--- config.mk ---
export PLATFORM = sky130hd
export DESIGN_NAME = tlc_meta
export DESIGN_NICKNAME = d
export VERILOG_FILES = /design/src/sv/tlc_pkg.sv /design/src/sv/tlc_meta.sv
export SDC_FILE = /design/constraint.sdc
export NUM_CORES = 1
export LEC_CHECK = 0
export BUFFER_PORTS_ARGS = -buffer_cell sky130_fd_sc_hd__buf_4
export CAP_MARGIN = 0
export CORE_MARGIN = 4
export CORE_UTILIZATION = 50
export CTS_CLUSTER_DIAMETER = 150
export CTS_CLUSTER_SIZE = 28
export DETAILED_ROUTE_END_ITERATION = 16
export MAX_ROUTING_LAYER = met4
export PLACE_DENSITY = 0.72
export SETUP_SLACK_MARGIN = 0.4
export SLEW_MARGIN = 15
export SYNTH_ARGS = -nofsm -noshare
export SYNTH_HDL_FRONTEND = slang
export SYNTH_SLANG_ARGS = --single-unit
--- constraint.sdc ---
create_clock -name i_clk -period 3.52 [get_ports i_clk]
set_input_delay 0.704 -clock i_clk [delete_from_list [all_inputs] [get_ports i_clk]]
set_output_delay 0.704 -clock i_clk [all_outputs]
set_load 0.005 [all_outputs]
--- src/sv/tlc_pkg.sv ---
// Shared types and constants for the three-level exclusive LFU cache.
`default_nettype none
package tlc_pkg;
    localparam int ADDR_W = 12;
    localparam int TAG_W  = 12;
    localparam int CNT_W  = 16;
    localparam int WORD_W = 32;
    localparam int WORDS  = 4;
    localparam int LINE_W = WORD_W * WORDS;

    localparam logic [CNT_W-1:0] COUNT_MAX = 16'hFFFF;

    localparam logic [1:0] HIT_L1  = 2'd0;
    localparam logic [1:0] HIT_L2  = 2'd1;
    localparam logic [1:0] HIT_L3  = 2'd2;
    localparam logic [1:0] HIT_RAM = 2'd3;

    typedef struct packed {
        logic                     action;
        logic [ADDR_W-1:0]        block_address;
        logic [1:0]               word_index;
        logic signed [WORD_W-1:0] write_data;
    } t_req;

    typedef struct packed {
        logic signed [WORD_W-1:0] read_data;
        logic [1:0]               hit_level;
    } t_rsp;

    typedef struct packed {
        logic [TAG_W-1:0] tag;
        logic             dirty;
        logic [CNT_W-1:0] cnt;
    } t_meta;
endpackage
`default_nettype wire

--- src/sv/tlc_meta.sv ---
// Line metadata store of one cache level: valid flops plus a tag/dirty/count memory.
`default_nettype none
module tlc_meta #(
    parameter int LINES = 16,
    localparam int IW = (LINES > 1) ? $clog2(LINES) : 1
) (
    input  wire logic           i_clk,
    input  wire logic           i_rst_n,
    input  wire logic [IW-1:0]  i_raddr,
    output tlc_pkg::t_meta      o_rmeta,
    output logic                o_rvalid,
    input  wire logic           i_we,
    input  wire logic [IW-1:0]  i_waddr,
    input  wire logic           i_wvalid,
    input  wire tlc_pkg::t_meta i_wmeta
);
    tlc_pkg::t_meta r_mem [LINES];
    logic [LINES-1:0] r_valid;

    always_ff @(posedge i_clk) begin
        if (i_we) begin
            r_mem[i_waddr] <= i_wmeta;
        end
        o_rmeta <= r_mem[i_raddr];
    end

    // Valid bits live in flops so that reset empties the level at once.
    always_ff @(posedge i_clk) begin
        if (!i_rst_n) begin
            r_valid  <= '0;
            o_rvalid <= 1'b0;
        end else begin
            if (i_we) begin
                r_valid[i_waddr] <= i_wvalid;
            end
            o_rvalid <= r_valid[i_raddr];
        end
    end
endmodule
`default_nettype wire

==> metrics.txt, run 1 <==
count of different cell masters after synthesis 24; TritonCTS clock tree yes; clock network latency to the later pin of the worst-skew pair 550 ps; Peak supply drop roughly 0.3 mV; cell count after placement about 1400; Layout Utilization 0.565; final weighted congestion of routability-driven global placement just under 0.8; number of endpoints with negative hold slack in the final report 0; Clock Skew around 22 ps; GR Util All Layers 0.182; Largest stage delay, worst path a little over 600 ps; Slew Limit Fails 0; residual DRC count 0; total via count after detailed routing 8544; xor-xnor portion of the synthesized cell area 0; DP Area a little over 0.02 mm²; proportion of layout cells with a drive suffix above 1 0.280; CP startpoint i_waddr[1]; number of nets in the finished design 965; Synth Area in Adders 0; final setup violation count 0; # IOs 71; number of H-tree levels 1; Clock Tree Buf Depth 3; DP Wirelength between 15000 and 20000 µm; die outline height roughly 200 µm; number of antenna violations at the first check in global routing 0; hold bufs inserted after CTS 0; Avg WL per Cell between 20 and 30 µm; Synth area leaders edfxtp_1, mux4_2, dfxtp_1; number of buffer and inverter stages on the critical path 2; die span in x about 200 µm; highest achievable clock rate about 500 MHz; first-pass GRT wire length ~55000 µm; cell type with the highest aggregate area in the netlist edfxtp_1; vias per std cell 6.07; compound-cell area share of the yosys netlist 0.0323; area growth from synthesis to layout 10.8%; highest fanout seen on the critical path 30; kind of start point of the critical path primary input; CP arrival roughly 2400 ps; start point of the worst min-delay path i_wmeta[27]; critical path endpoint category register; Initial DRT Pass Iterations 5; master of the slowest instance on the critical path or3b_2; number of enable-type register cells in the synthesized netlist between 400 and 500; pin count of the biggest net entering global routing between 80 and 90; Final Routed Wirelength roughly 36000 µm; kind of critical path in -> reg; Fillers approximately 2700; combinational family with the most area after synthesis multiplexers; Core Box Area between 0.03 and 0.04 mm²; count of synthesis-stage warnings from yosys 0; cell with the most instances on the worst path buf_4; overall die area roughly 0.041 mm²; post-synthesis mux area share 0.146; dominant synthesized flop cell edfxtp_1; number of buffers created by CTS 22; cell at the root of the clock tree clkbuf_16; static leakage 6.55 nW; fraction of registers with async set or reset after synthesis 0; Setup Total Neg Slack 0 ps; Min-Delay Path Class in -> reg; Simple-Gate Fraction of Synth Area 0.0187; total power of the final layout 10.4 mW; slew at the pin closest to its max-slew limit 932 ps; quantity of I/O buffers inserted on ports 70; status finished clean; total power per unit cell area around 500 mW/mm²; critical register-to-register path startpoint r_mem[11][3]; Clk pin slew, worst setup/hold paths 110 ps; drt first-iter violations roughly 980; setup repair after global routing missed its margin false; total grt overflow 0; # Post-CTS Setup Buffers 0; crit path cell chain buf_4 > or3b_2 > nor3_4 > buf_4 > mux2i_1 > nor2b_1; via count of the first global-routing pass slightly below 9000; standard-cell row count 70; Max-slew headroom 0.379; antenna cell count 0; post-synthesis net count between 800 and 900; Syn Std Cell Area approximately 0.019 mm²; fraction of synthesized cell area taken by the top area cell type 0.742; Final Cycle Share 0.563; time the final worst path needs with I/O delays and setup between 1500 and 2000 ps; synthesized instance count 843; top-count cell post-synth edfxtp_1; required arrival time at the worst endpoint 3970 ps; number of nets with antenna violations after routing 0; family of cells with the greatest summed delay on the critical path simple AND/OR/NAND/NOR gates; post-route standard cell area excluding fillers about 0.021 mm²; average footprint of a synthesized cell about 22 µm²; Clock Sink Count just over 500; max-cap check violation count 0; final non-filler cell total about 1400; Commonest cells post-synth edfxtp_1, mux4_2, a22oi_1, dfxtp_1, nand2_1; register area share after synthesis 0.791; Yosys reg bits roughly 500; initial standard-cell utilization of the core 0.510; # resized after CTS 0
## final timing paths
kind                                      end  slack (ps)  cells after the start
worst max-delay path               r_valid[0]        1540                      6
worst max register to register     o_rmeta[3]        2170                      3
worst min register to register    r_valid[12]         490                      2
worst min-delay path            r_mem[14][27]         440                      1
## kinds of logic after synthesis
logic type | count (synthesis)
AOI/OAI and AO/OA | 85
buffers and inverters | 43
DFF | 510
muxes | 126
and+or+nand+nor | 79
## metrics by stage
| stage | hold WS, ps | setup WS, ps |
|---|---|---|
| 2_1_floorplan | 454 | 496 |
| 3_3_place_gp | 465 | 1040 |
| 3_5_place_dp | 480 | 958 |
| 4_1_cts | 428 | 1540 |
| 5_1_grt | 438 | 1460 |
| 6_report | 444 | 1540 |
## cell usage in the layout (no fill, tap or decap)
master / netlist / routed
clkbuf_8: 0 / 1
nor3_4: 0 / 4
or3b_2: 1 / 1
nand2b_1: 3 / 3
dfxtp_1: 46 / 46
nand2_1: 45 / 45
clkbuf_1: 20 / 16
clkinv_16: 0 / 1
a21boi_0: 12 / 12
nand3b_1: 2 / 2
and2_2: 0 / 1
o21ai_0: 12 / 12
a22oi_1: 58 / 58
mux2i_1: 8 / 8
o211ai_1: 2 / 2
o22ai_1: 1 / 1
nor2b_4: 0 / 2
clkbuf_16: 0 / 23
nor2b_1: 7 / 5
edfxtp_1: 464 / 464
nand3_1: 3 / 3
mux4_2: 118 / 118
nor2_4: 0 / 13
buf_12: 0 / 7
buf_4: 3 / 92
## layer usage
layer  routed length, µm  vias up  global-route usage
met2               17800      280               0.284
met1               15800     4571               0.273
li1                    -     3662                   -
met5                   0        -                   -
met3                2110       31              0.0233
met4                 383        0              0.0264
## registers in the layout, summed over array words and instances (netlist names)
signal,flops
o_rmeta,29
r_mem,464
r_valid,16
o_rvalid,1
## power breakdown
part	leakage, nW	internal, mW	switching, mW
Clock	0.314	1.26	1.72
Sequential	4.57	6.75	0.0466
Combinational	1.66	0.286	0.336
## area by class of cell
type	count	area, µm²	share of cell area
clock buffers	39	636	0.0306
repair buffers	100	845	0.0406
multi-input cells	290	3850	0.185
flip-flops and latches	510	14900	0.714
clock inverters	1	30.0	0.00144
well taps	468	586	0.0282
Power figures use the tool's default switching activity.
==> inputs of run 2 (changes only) <==
--- a/config.mk
+++ b/config.mk
@@ -5,6 +5,7 @@
 export SDC_FILE = /design/constraint.sdc
 export NUM_CORES = 1
 export LEC_CHECK = 0
+export ABC_AREA = 1
 export BUFFER_PORTS_ARGS = -buffer_cell sky130_fd_sc_hd__buf_4
 export CAP_MARGIN = 0
 export CORE_MARGIN = 4
==> constraint.sdc (replaced) <==
create_clock -name i_clk -period 1.82 [get_ports i_clk]
set_input_delay 0.364 -clock i_clk [delete_from_list [all_inputs] [get_ports i_clk]]
set_output_delay 0.364 -clock i_clk [all_outputs]
set_load 0.005 [all_outputs]
==> run 2 against run 1 <==
Net effect: wire length increased by 21%; sequential cell count unchanged; sequential share of layout area fell by 4.7 points; critical path type is now reg -> out.
==> metrics.txt, run 2 <==
status finished clean (unchanged); residual DRC count 0 (unchanged); Syn Std Cell Area 0.0197 mm² (was 0.0188 mm²); hold bufs inserted after CTS 0 (unchanged); pin count of the biggest net entering global routing 89 (unchanged); total stage count of the critical path 1 (was 6); time the final worst path needs with I/O delays and setup 1410 ps; worst setup path endpoint o_rmeta[28] (was r_valid[0]); count of different cell masters after synthesis 22 (was 24); max-cap check violation count 0 (unchanged); fraction of registers with async set or reset after synthesis 0 (unchanged); Clock Skew 26.9 ps (was 22.2 ps); clock network latency to the later pin of the worst-skew pair 550 ps (about the same); final weighted congestion of routability-driven global placement 0.784 (was 0.774); average footprint of a synthesized cell 13.0 µm² (was 22.3 µm²); CP arrival 1050 ps (was 2430 ps); via count of the first global-routing pass 11800 (was 8699); fraction of synthesized cell area taken by the top area cell type 0.706 (was 0.742); die outline height 207 µm (was 202 µm); area of all sequential standard cells 0.0149 mm² (about the same); number of H-tree levels 1 (unchanged); static leakage 7.37 nW (was 6.55 nW); vias per std cell 5.73 (was 6.07); Final Routed Wirelength 43700 µm (was 36100 µm); number of buffer and inverter stages on the critical path 1 (was 2); kind of critical path reg -> out (was in -> reg); crit path cell chain buf_6 (was buf_4 > or3b_2 > nor3_4 > buf_4 > mux2i_1 > nor2b_1); synthesized instance count 1522 (was 843); Fillers 3010 (was 2671); GR Util All Layers 0.209 (was 0.182); master of the slowest instance on the critical path dfxtp_4 (was or3b_2); top-count cell post-synth edfxtp_1 (unchanged); proportion of layout cells with a drive suffix above 1 0.134 (was 0.280); critical register-to-register path startpoint r_mem[9][17] (was r_mem[11][3]); setup repair after global routing missed its margin true (was false); Commonest cells post-synth edfxtp_1, nor2_1, o21ai_0, o211ai_1, inv_1 (was edfxtp_1, mux4_2, a22oi_1, dfxtp_1, nand2_1); Worst Reg-to-Reg Cells 6 (was 3); overall die area 0.0427 mm² (was 0.0407 mm²); Clock Tree Buf Depth 3 (unchanged); Reg2Reg Capture Point o_rmeta[17] (was o_rmeta[3]); registers with the most flip-flops r_mem (464), o_rmeta (29), r_valid (16) (unchanged); critical path endpoint category output pin (was register); total power per unit cell area 920 mW/mm² (was 500 mW/mm²); cell type with the highest aggregate area in the netlist edfxtp_1 (unchanged); DP Area 0.0216 mm² (was 0.0201 mm²); number of endpoints with negative hold slack in the final report 0 (unchanged); number of nets with antenna violations after routing 0 (unchanged); required arrival time at the worst endpoint 1460 ps (was 3970 ps); highest fanout seen on the critical path 1 (was 30); total via count after detailed routing 12100 (was 8544); post-route standard cell area excluding fillers 0.0223 mm² (was 0.0208 mm²); DP Wirelength 24400 µm (was 19900 µm); register area share after synthesis 0.752 (was 0.791); Clock Sink Count 510 (unchanged); slew at the pin closest to its max-slew limit 420 ps (was 932 ps); number of buffers created by CTS 22 (unchanged); number of antenna violations at the first check in global routing 0 (unchanged); antenna cell count 0 (unchanged); first-pass GRT wire length 67500 µm (was 54900 µm); commonest non-fill, non-tap cells in the layout edfxtp_1, nor2_1, o21ai_0, o211ai_1, buf_4 (was edfxtp_1, mux4_2, buf_4, a22oi_1, dfxtp_1); Clk pin slew, worst setup/hold paths 110 ps (about the same); quantity of I/O buffers inserted on ports 70 (unchanged); Layout Utilization 0.573 (was 0.565); register with the highest flop count r_mem (unchanged); setup slack, reg-to-reg 750 ps (was 2170 ps); post-synthesis net count 1563 (was 884); Max-slew headroom 0.720 (was 0.379); Initial DRT Pass Iterations 5 (unchanged); Core Box Area 0.0388 mm² (was 0.0368 mm²); kind of start point of the critical path register (was primary input); Peak supply drop 0.892 mV (was 0.299 mV); total grt overflow 0 (unchanged); Final Cycle Share 0.776; family of cells with the greatest summed delay on the critical path flip-flops (was simple AND/OR/NAND/NOR gates); Setup Total Neg Slack 0 ps (unchanged); Synth area leaders edfxtp_1, o21ai_0, nor2_1 (was edfxtp_1, mux4_2, dfxtp_1); total power of the final layout 20.5 mW (was 10.4 mW); highest achievable clock rate around 710 MHz; final setup violation count 0 (unchanged); Avg WL per Cell 20.7 µm (was 25.7 µm); number of enable-type register cells in the synthesized netlist 464 (unchanged); Yosys reg bits 510 (unchanged); Slew Limit Fails 0 (unchanged); Min-Delay Path Class in -> reg (unchanged); area growth from synthesis to layout 12.7% (was 10.8%); area of combinational cells with multiple inputs 0.00426 mm² (was 0.00385 mm²); cell count after placement 2074 (was 1368); count of synthesis-stage warnings from yosys 0 (unchanged); TritonCTS clock tree yes (unchanged); number of nets in the finished design 1621 (was 965); drt first-iter violations 1231 (was 984); dominant synthesized flop cell edfxtp_1 (unchanged); standard-cell row count 72 (was 70); most common cell after layout, fill and taps aside edfxtp_1 (unchanged); CP startpoint o_rmeta[28] (was i_waddr[1]); flip-flop count of the largest register after layout 464 (unchanged); Largest stage delay, worst path 380 ps (was 620 ps); # Post-CTS Setup Buffers 0 (unchanged); # IOs 71 (unchanged); initial standard-cell utilization of the core 0.509 (was 0.510); final non-filler cell total 2113 (was 1408); cell at the root of the clock tree clkbuf_16 (unchanged); die span in x 207 µm (was 202 µm)
-- run 2: worst min path at each step --
stage	slack (ps)	endpoint	start	depth (start not counted)
detailed placement	440	r_valid[0]	r_valid[0]	2
global placement	440	r_valid[0]	r_valid[0]	2
global route	90	r_mem[8][6]	i_wmeta[6]	1
floorplan	420	r_valid[0]	r_valid[0]	2
CTS	80	r_mem[14][25]	i_wmeta[25]	1
finish	90	r_mem[14][25]	i_wmeta[25]	1
-- run 2: cells by family after synthesis --
| family | synth area share |
|---|---|
| DFF | 0.752 |
| AOI/OAI and AO/OA | 0.125 |
| and+or+nand+nor | 0.0830 |
| buffers and inverters | 0.0403 |
-- run 2: metrics by stage --
stage,setup WS (ps),hold slack [ps]
5_1_grt,377,92.5
2_1_floorplan,304,424
3_5_place_dp,96.6,442
6_report,407,91.1
3_3_place_gp,150,437
4_1_cts,390,76.2
-- run 2: routing by layer --
layer  up-vias  routed length (µm)  GRT usage
li1       5628                   -          -
met1      6028               18900      0.292
met2       385               21300      0.339
met3        69                2650     0.0237
met4         0                 917     0.0451
met5         -                   0          -
-- run 2: where the power goes --
part,internal [mW],total [mW],leakage (nW),switching (mW)
Combinational,0.574,1.57,2.48,0.992
Sequential,13.1,13.1,4.57,0.0823
Clock,2.43,5.79,0.313,3.36
-- run 2: area by class of cell --
class | count | share of cell area
inverter | 80 | 0.0147
sequential | 510 | 0.668
tap | 518 | 0.0291
clock buffer | 38 | 0.0284
clock inverter | 1 | 0.00135
timing repair buffer | 134 | 0.0673
multi-input combinational | 832 | 0.192
-- run 2: what timing repair did --
item	CTS	global route
setup endpoints to repair	4	7
resized for setup	4	10
pin swaps	0	0
==> inputs of run 3 (changes only) <==
--- a/config.mk
+++ b/config.mk
@@ -5,7 +5,7 @@
 export SDC_FILE = /design/constraint.sdc
 export NUM_CORES = 1
 export LEC_CHECK = 0
-export ABC_AREA = 1
+export ABC_AREA = 0
 export BUFFER_PORTS_ARGS = -buffer_cell sky130_fd_sc_hd__buf_4
 export CAP_MARGIN = 0
 export CORE_MARGIN = 4
==> constraint.sdc (replaced) <==
create_clock -name i_clk -period 1.2 [get_ports i_clk]
set_input_delay 0.24 -clock i_clk [delete_from_list [all_inputs] [get_ports i_clk]]
set_output_delay 0.24 -clock i_clk [all_outputs]
set_load 0.005 [all_outputs]
==> run 3 against run 2 <==
Net effect: the flow now finishes with violations (setup timing); clock power up 55%; global-route usage up 3.1 points; combinational power up 75%; count of clock-buffer cells in the layout unchanged; sequential cell count unchanged; non-clock buffer count up 151; via count down 16%; worst hold slack worse by 63 ps; first-iteration DRC count down 7.3%; wire length up 16%; critical path depth up 2; register-to-register slack worse by 990 ps.
==> metrics.txt, run 3 (synthesized netlist as in run 1, its figures left out) <==
status finished with violations (was finished clean); failing checks setup timing; post-route standard cell area excluding fillers 0.0245 mm² (was 0.0223 mm²); cell count after placement 1435 (was 2074); Clk pin slew, worst setup/hold paths 110 ps (about the same); total via count after detailed routing 10200 (was 12100); number of buffer and inverter stages on the critical path 0 (was 1); master of the slowest instance on the critical path mux4_2 (was dfxtp_4); area of combinational cells with multiple inputs 0.00420 mm² (was 0.00426 mm²); slew at the pin closest to its max-slew limit 877 ps (was 420 ps); standard-cell row count 70 (was 72); time the final worst path needs with I/O delays and setup about 1400 ps; number of H-tree levels 1 (unchanged); CP arrival 1880 ps (was 1050 ps); via count of the first global-routing pass 10300 (was 11800); quantity of I/O buffers inserted on ports 70 (unchanged); area growth from synthesis to layout 30.4% (was 12.7%); Min-Delay Path Class in -> reg (unchanged); global routing met3 resource utilization 0.0493 (was 0.0237); Final Routed Wirelength 50800 µm (was 43700 µm); commonest non-fill, non-tap cells in the layout edfxtp_1, mux4_2, buf_12, buf_4, buf_6 (was edfxtp_1, nor2_1, o21ai_0, o211ai_1, buf_4); smallest setup slack after layout -237 ps (was 407 ps); area of all sequential standard cells 0.0149 mm² (about the same); first-pass GRT wire length 69600 µm (was 67500 µm); setup repair after global routing missed its margin true (unchanged); Max-slew headroom 0.414 (was 0.720); final setup violation count 59 (was 0); pin count of the biggest net entering global routing 43 (was 89); die outline height 202 µm (was 207 µm); antenna cell count 0 (unchanged); proportion of layout cells with a drive suffix above 1 0.455 (was 0.134); highest fanout seen on the critical path 1 (unchanged); DP Wirelength 24300 µm (was 24400 µm); Clock Sink Count 510 (unchanged); Initial DRT Pass Iterations 5 (unchanged); number of nets in the finished design 1151 (was 1621); cell at the root of the clock tree clkbuf_16 (unchanged); drt first-iter violations 1141 (was 1231); final non-filler cell total 1593 (was 2113); Core Box Area 0.0368 mm² (was 0.0388 mm²); final hold slack 28.4 ps (was 91.1 ps); DP Area 0.0210 mm² (was 0.0216 mm²); number of nets with antenna violations after routing 0 (unchanged); critical path endpoint category register (was output pin); # IOs 71 (unchanged); layer with the highest usage after global routing met2 (unchanged); register with the highest flop count r_mem (unchanged); residual DRC count 0 (unchanged); initial standard-cell utilization of the core 0.510 (was 0.509); Setup Total Neg Slack -3230 ps (was 0 ps); registers with the most flip-flops r_mem (464), o_rmeta (29), r_valid (16) (unchanged); clock network latency to the later pin of the worst-skew pair 560 ps (was 550 ps); worst slack at placement -526 ps (was 96.6 ps); family of cells with the greatest summed delay on the critical path multiplexers (was flip-flops); flip-flop count of the largest register after layout 464 (unchanged); Clock Tree Buf Depth 3 (unchanged); GR Util All Layers 0.240 (was 0.209); kind of critical path reg -> reg (was reg -> out); Clock Skew 25.3 ps (was 26.9 ps); Largest stage delay, worst path 560 ps (was 380 ps); total grt overflow 0 (unchanged); Peak supply drop 1.08 mV (was 0.892 mV); routing usage on met2 0.393 (was 0.339); overall die area 0.0407 mm² (was 0.0427 mm²); highest achievable clock rate between 600 and 700 MHz; total power per unit cell area 1300 mW/mm² (was 920 mW/mm²); number of buffers created by CTS 22 (unchanged); met1 Track Usage GR 0.315 (was 0.292); max-cap check violation count 0 (unchanged); crit path cell chain mux4_2 > a22oi_2 > nand2_1 (was buf_6); die span in x 202 µm (was 207 µm); final weighted congestion of routability-driven global placement 0.791 (was 0.784); number of endpoints with negative hold slack in the final report 0 (unchanged); Slew Limit Fails 0 (unchanged); most common cell after layout, fill and taps aside edfxtp_1 (unchanged); vias per std cell 6.37 (was 5.73); static leakage 8.10 nW (was 7.37 nW); Avg WL per Cell 31.9 µm (was 20.7 µm); kind of start point of the critical path register (unchanged); number of antenna violations at the first check in global routing 0 (unchanged); required arrival time at the worst endpoint 1650 ps (was 1460 ps); Final Cycle Share 1.20; Fillers 2220 (was 3010); TritonCTS clock tree yes (unchanged)
[run 3: cell count changes in the layout (fill, tap and decap cells not counted), sizes merged, moves of 69 or more]
cell	delta
o21ai	-237
o211ai	-114
nor2	-260
nand3	-69
buf	+114
inv	-74
mux4	+118
[run 3: layout make-up]
class | instances | share of cell area
multi-input combinational | 291 | 0.172
sequential | 510 | 0.608
timing repair buffer | 285 | 0.169
clock buffer | 38 | 0.0258
tap | 468 | 0.0239
clock inverter | 1 | 0.00123
[run 3: power by group]
group | switching [mW] | internal, mW | total (mW)
logic | 1.33 | 1.43 | 2.75
registers | 0.190 | 19.8 | 20.0
clock network | 5.26 | 3.69 | 8.96
total | 6.78 | 24.9 | 31.7
[run 3: layer usage]
| layer | vias up | wire length [µm] |
|---|---|---|
| li1 | 4070 | - |
| met1 | 5391 | 18400 |
| met2 | 600 | 26300 |
| met3 | 93 | 4510 |
| met4 | 0 | 1600 |
| met5 | - | 0 |
[run 3: path summary, 6_finish.rpt]
path                                   start          end  slack [ps]  cells after the start
worst min register to register   r_valid[13]  r_valid[13]         490                      2
worst min-delay path                 i_rst_n   r_valid[5]          30                      2
worst max register to register  r_mem[0][21]  o_rmeta[21]        -240                      3
worst max-delay path            r_mem[0][21]  o_rmeta[21]        -240                      3
[run 3: what timing repair did]
item                                    CTS  global route
endpoints found under the setup margin  539           540
hold buffers                             29             0
pin swaps                                53            21
resized for setup                       189            75
cloned                                   27             8
hold endpoints to repair                464             0
buffers inserted                         47             8
[run 3: stage by stage]
| stage | total power [mW] | util |
|---|---|---|
| final | 31.7 | 0.666 |
| after global routing | 32.7 | 0.666 |
| after CTS | 31.5 | 0.649 |
| after detailed placement | 22.5 | 0.572 |
| after global placement | 22.4 | 0.572 |
| after floorplan | 21.4 | - |
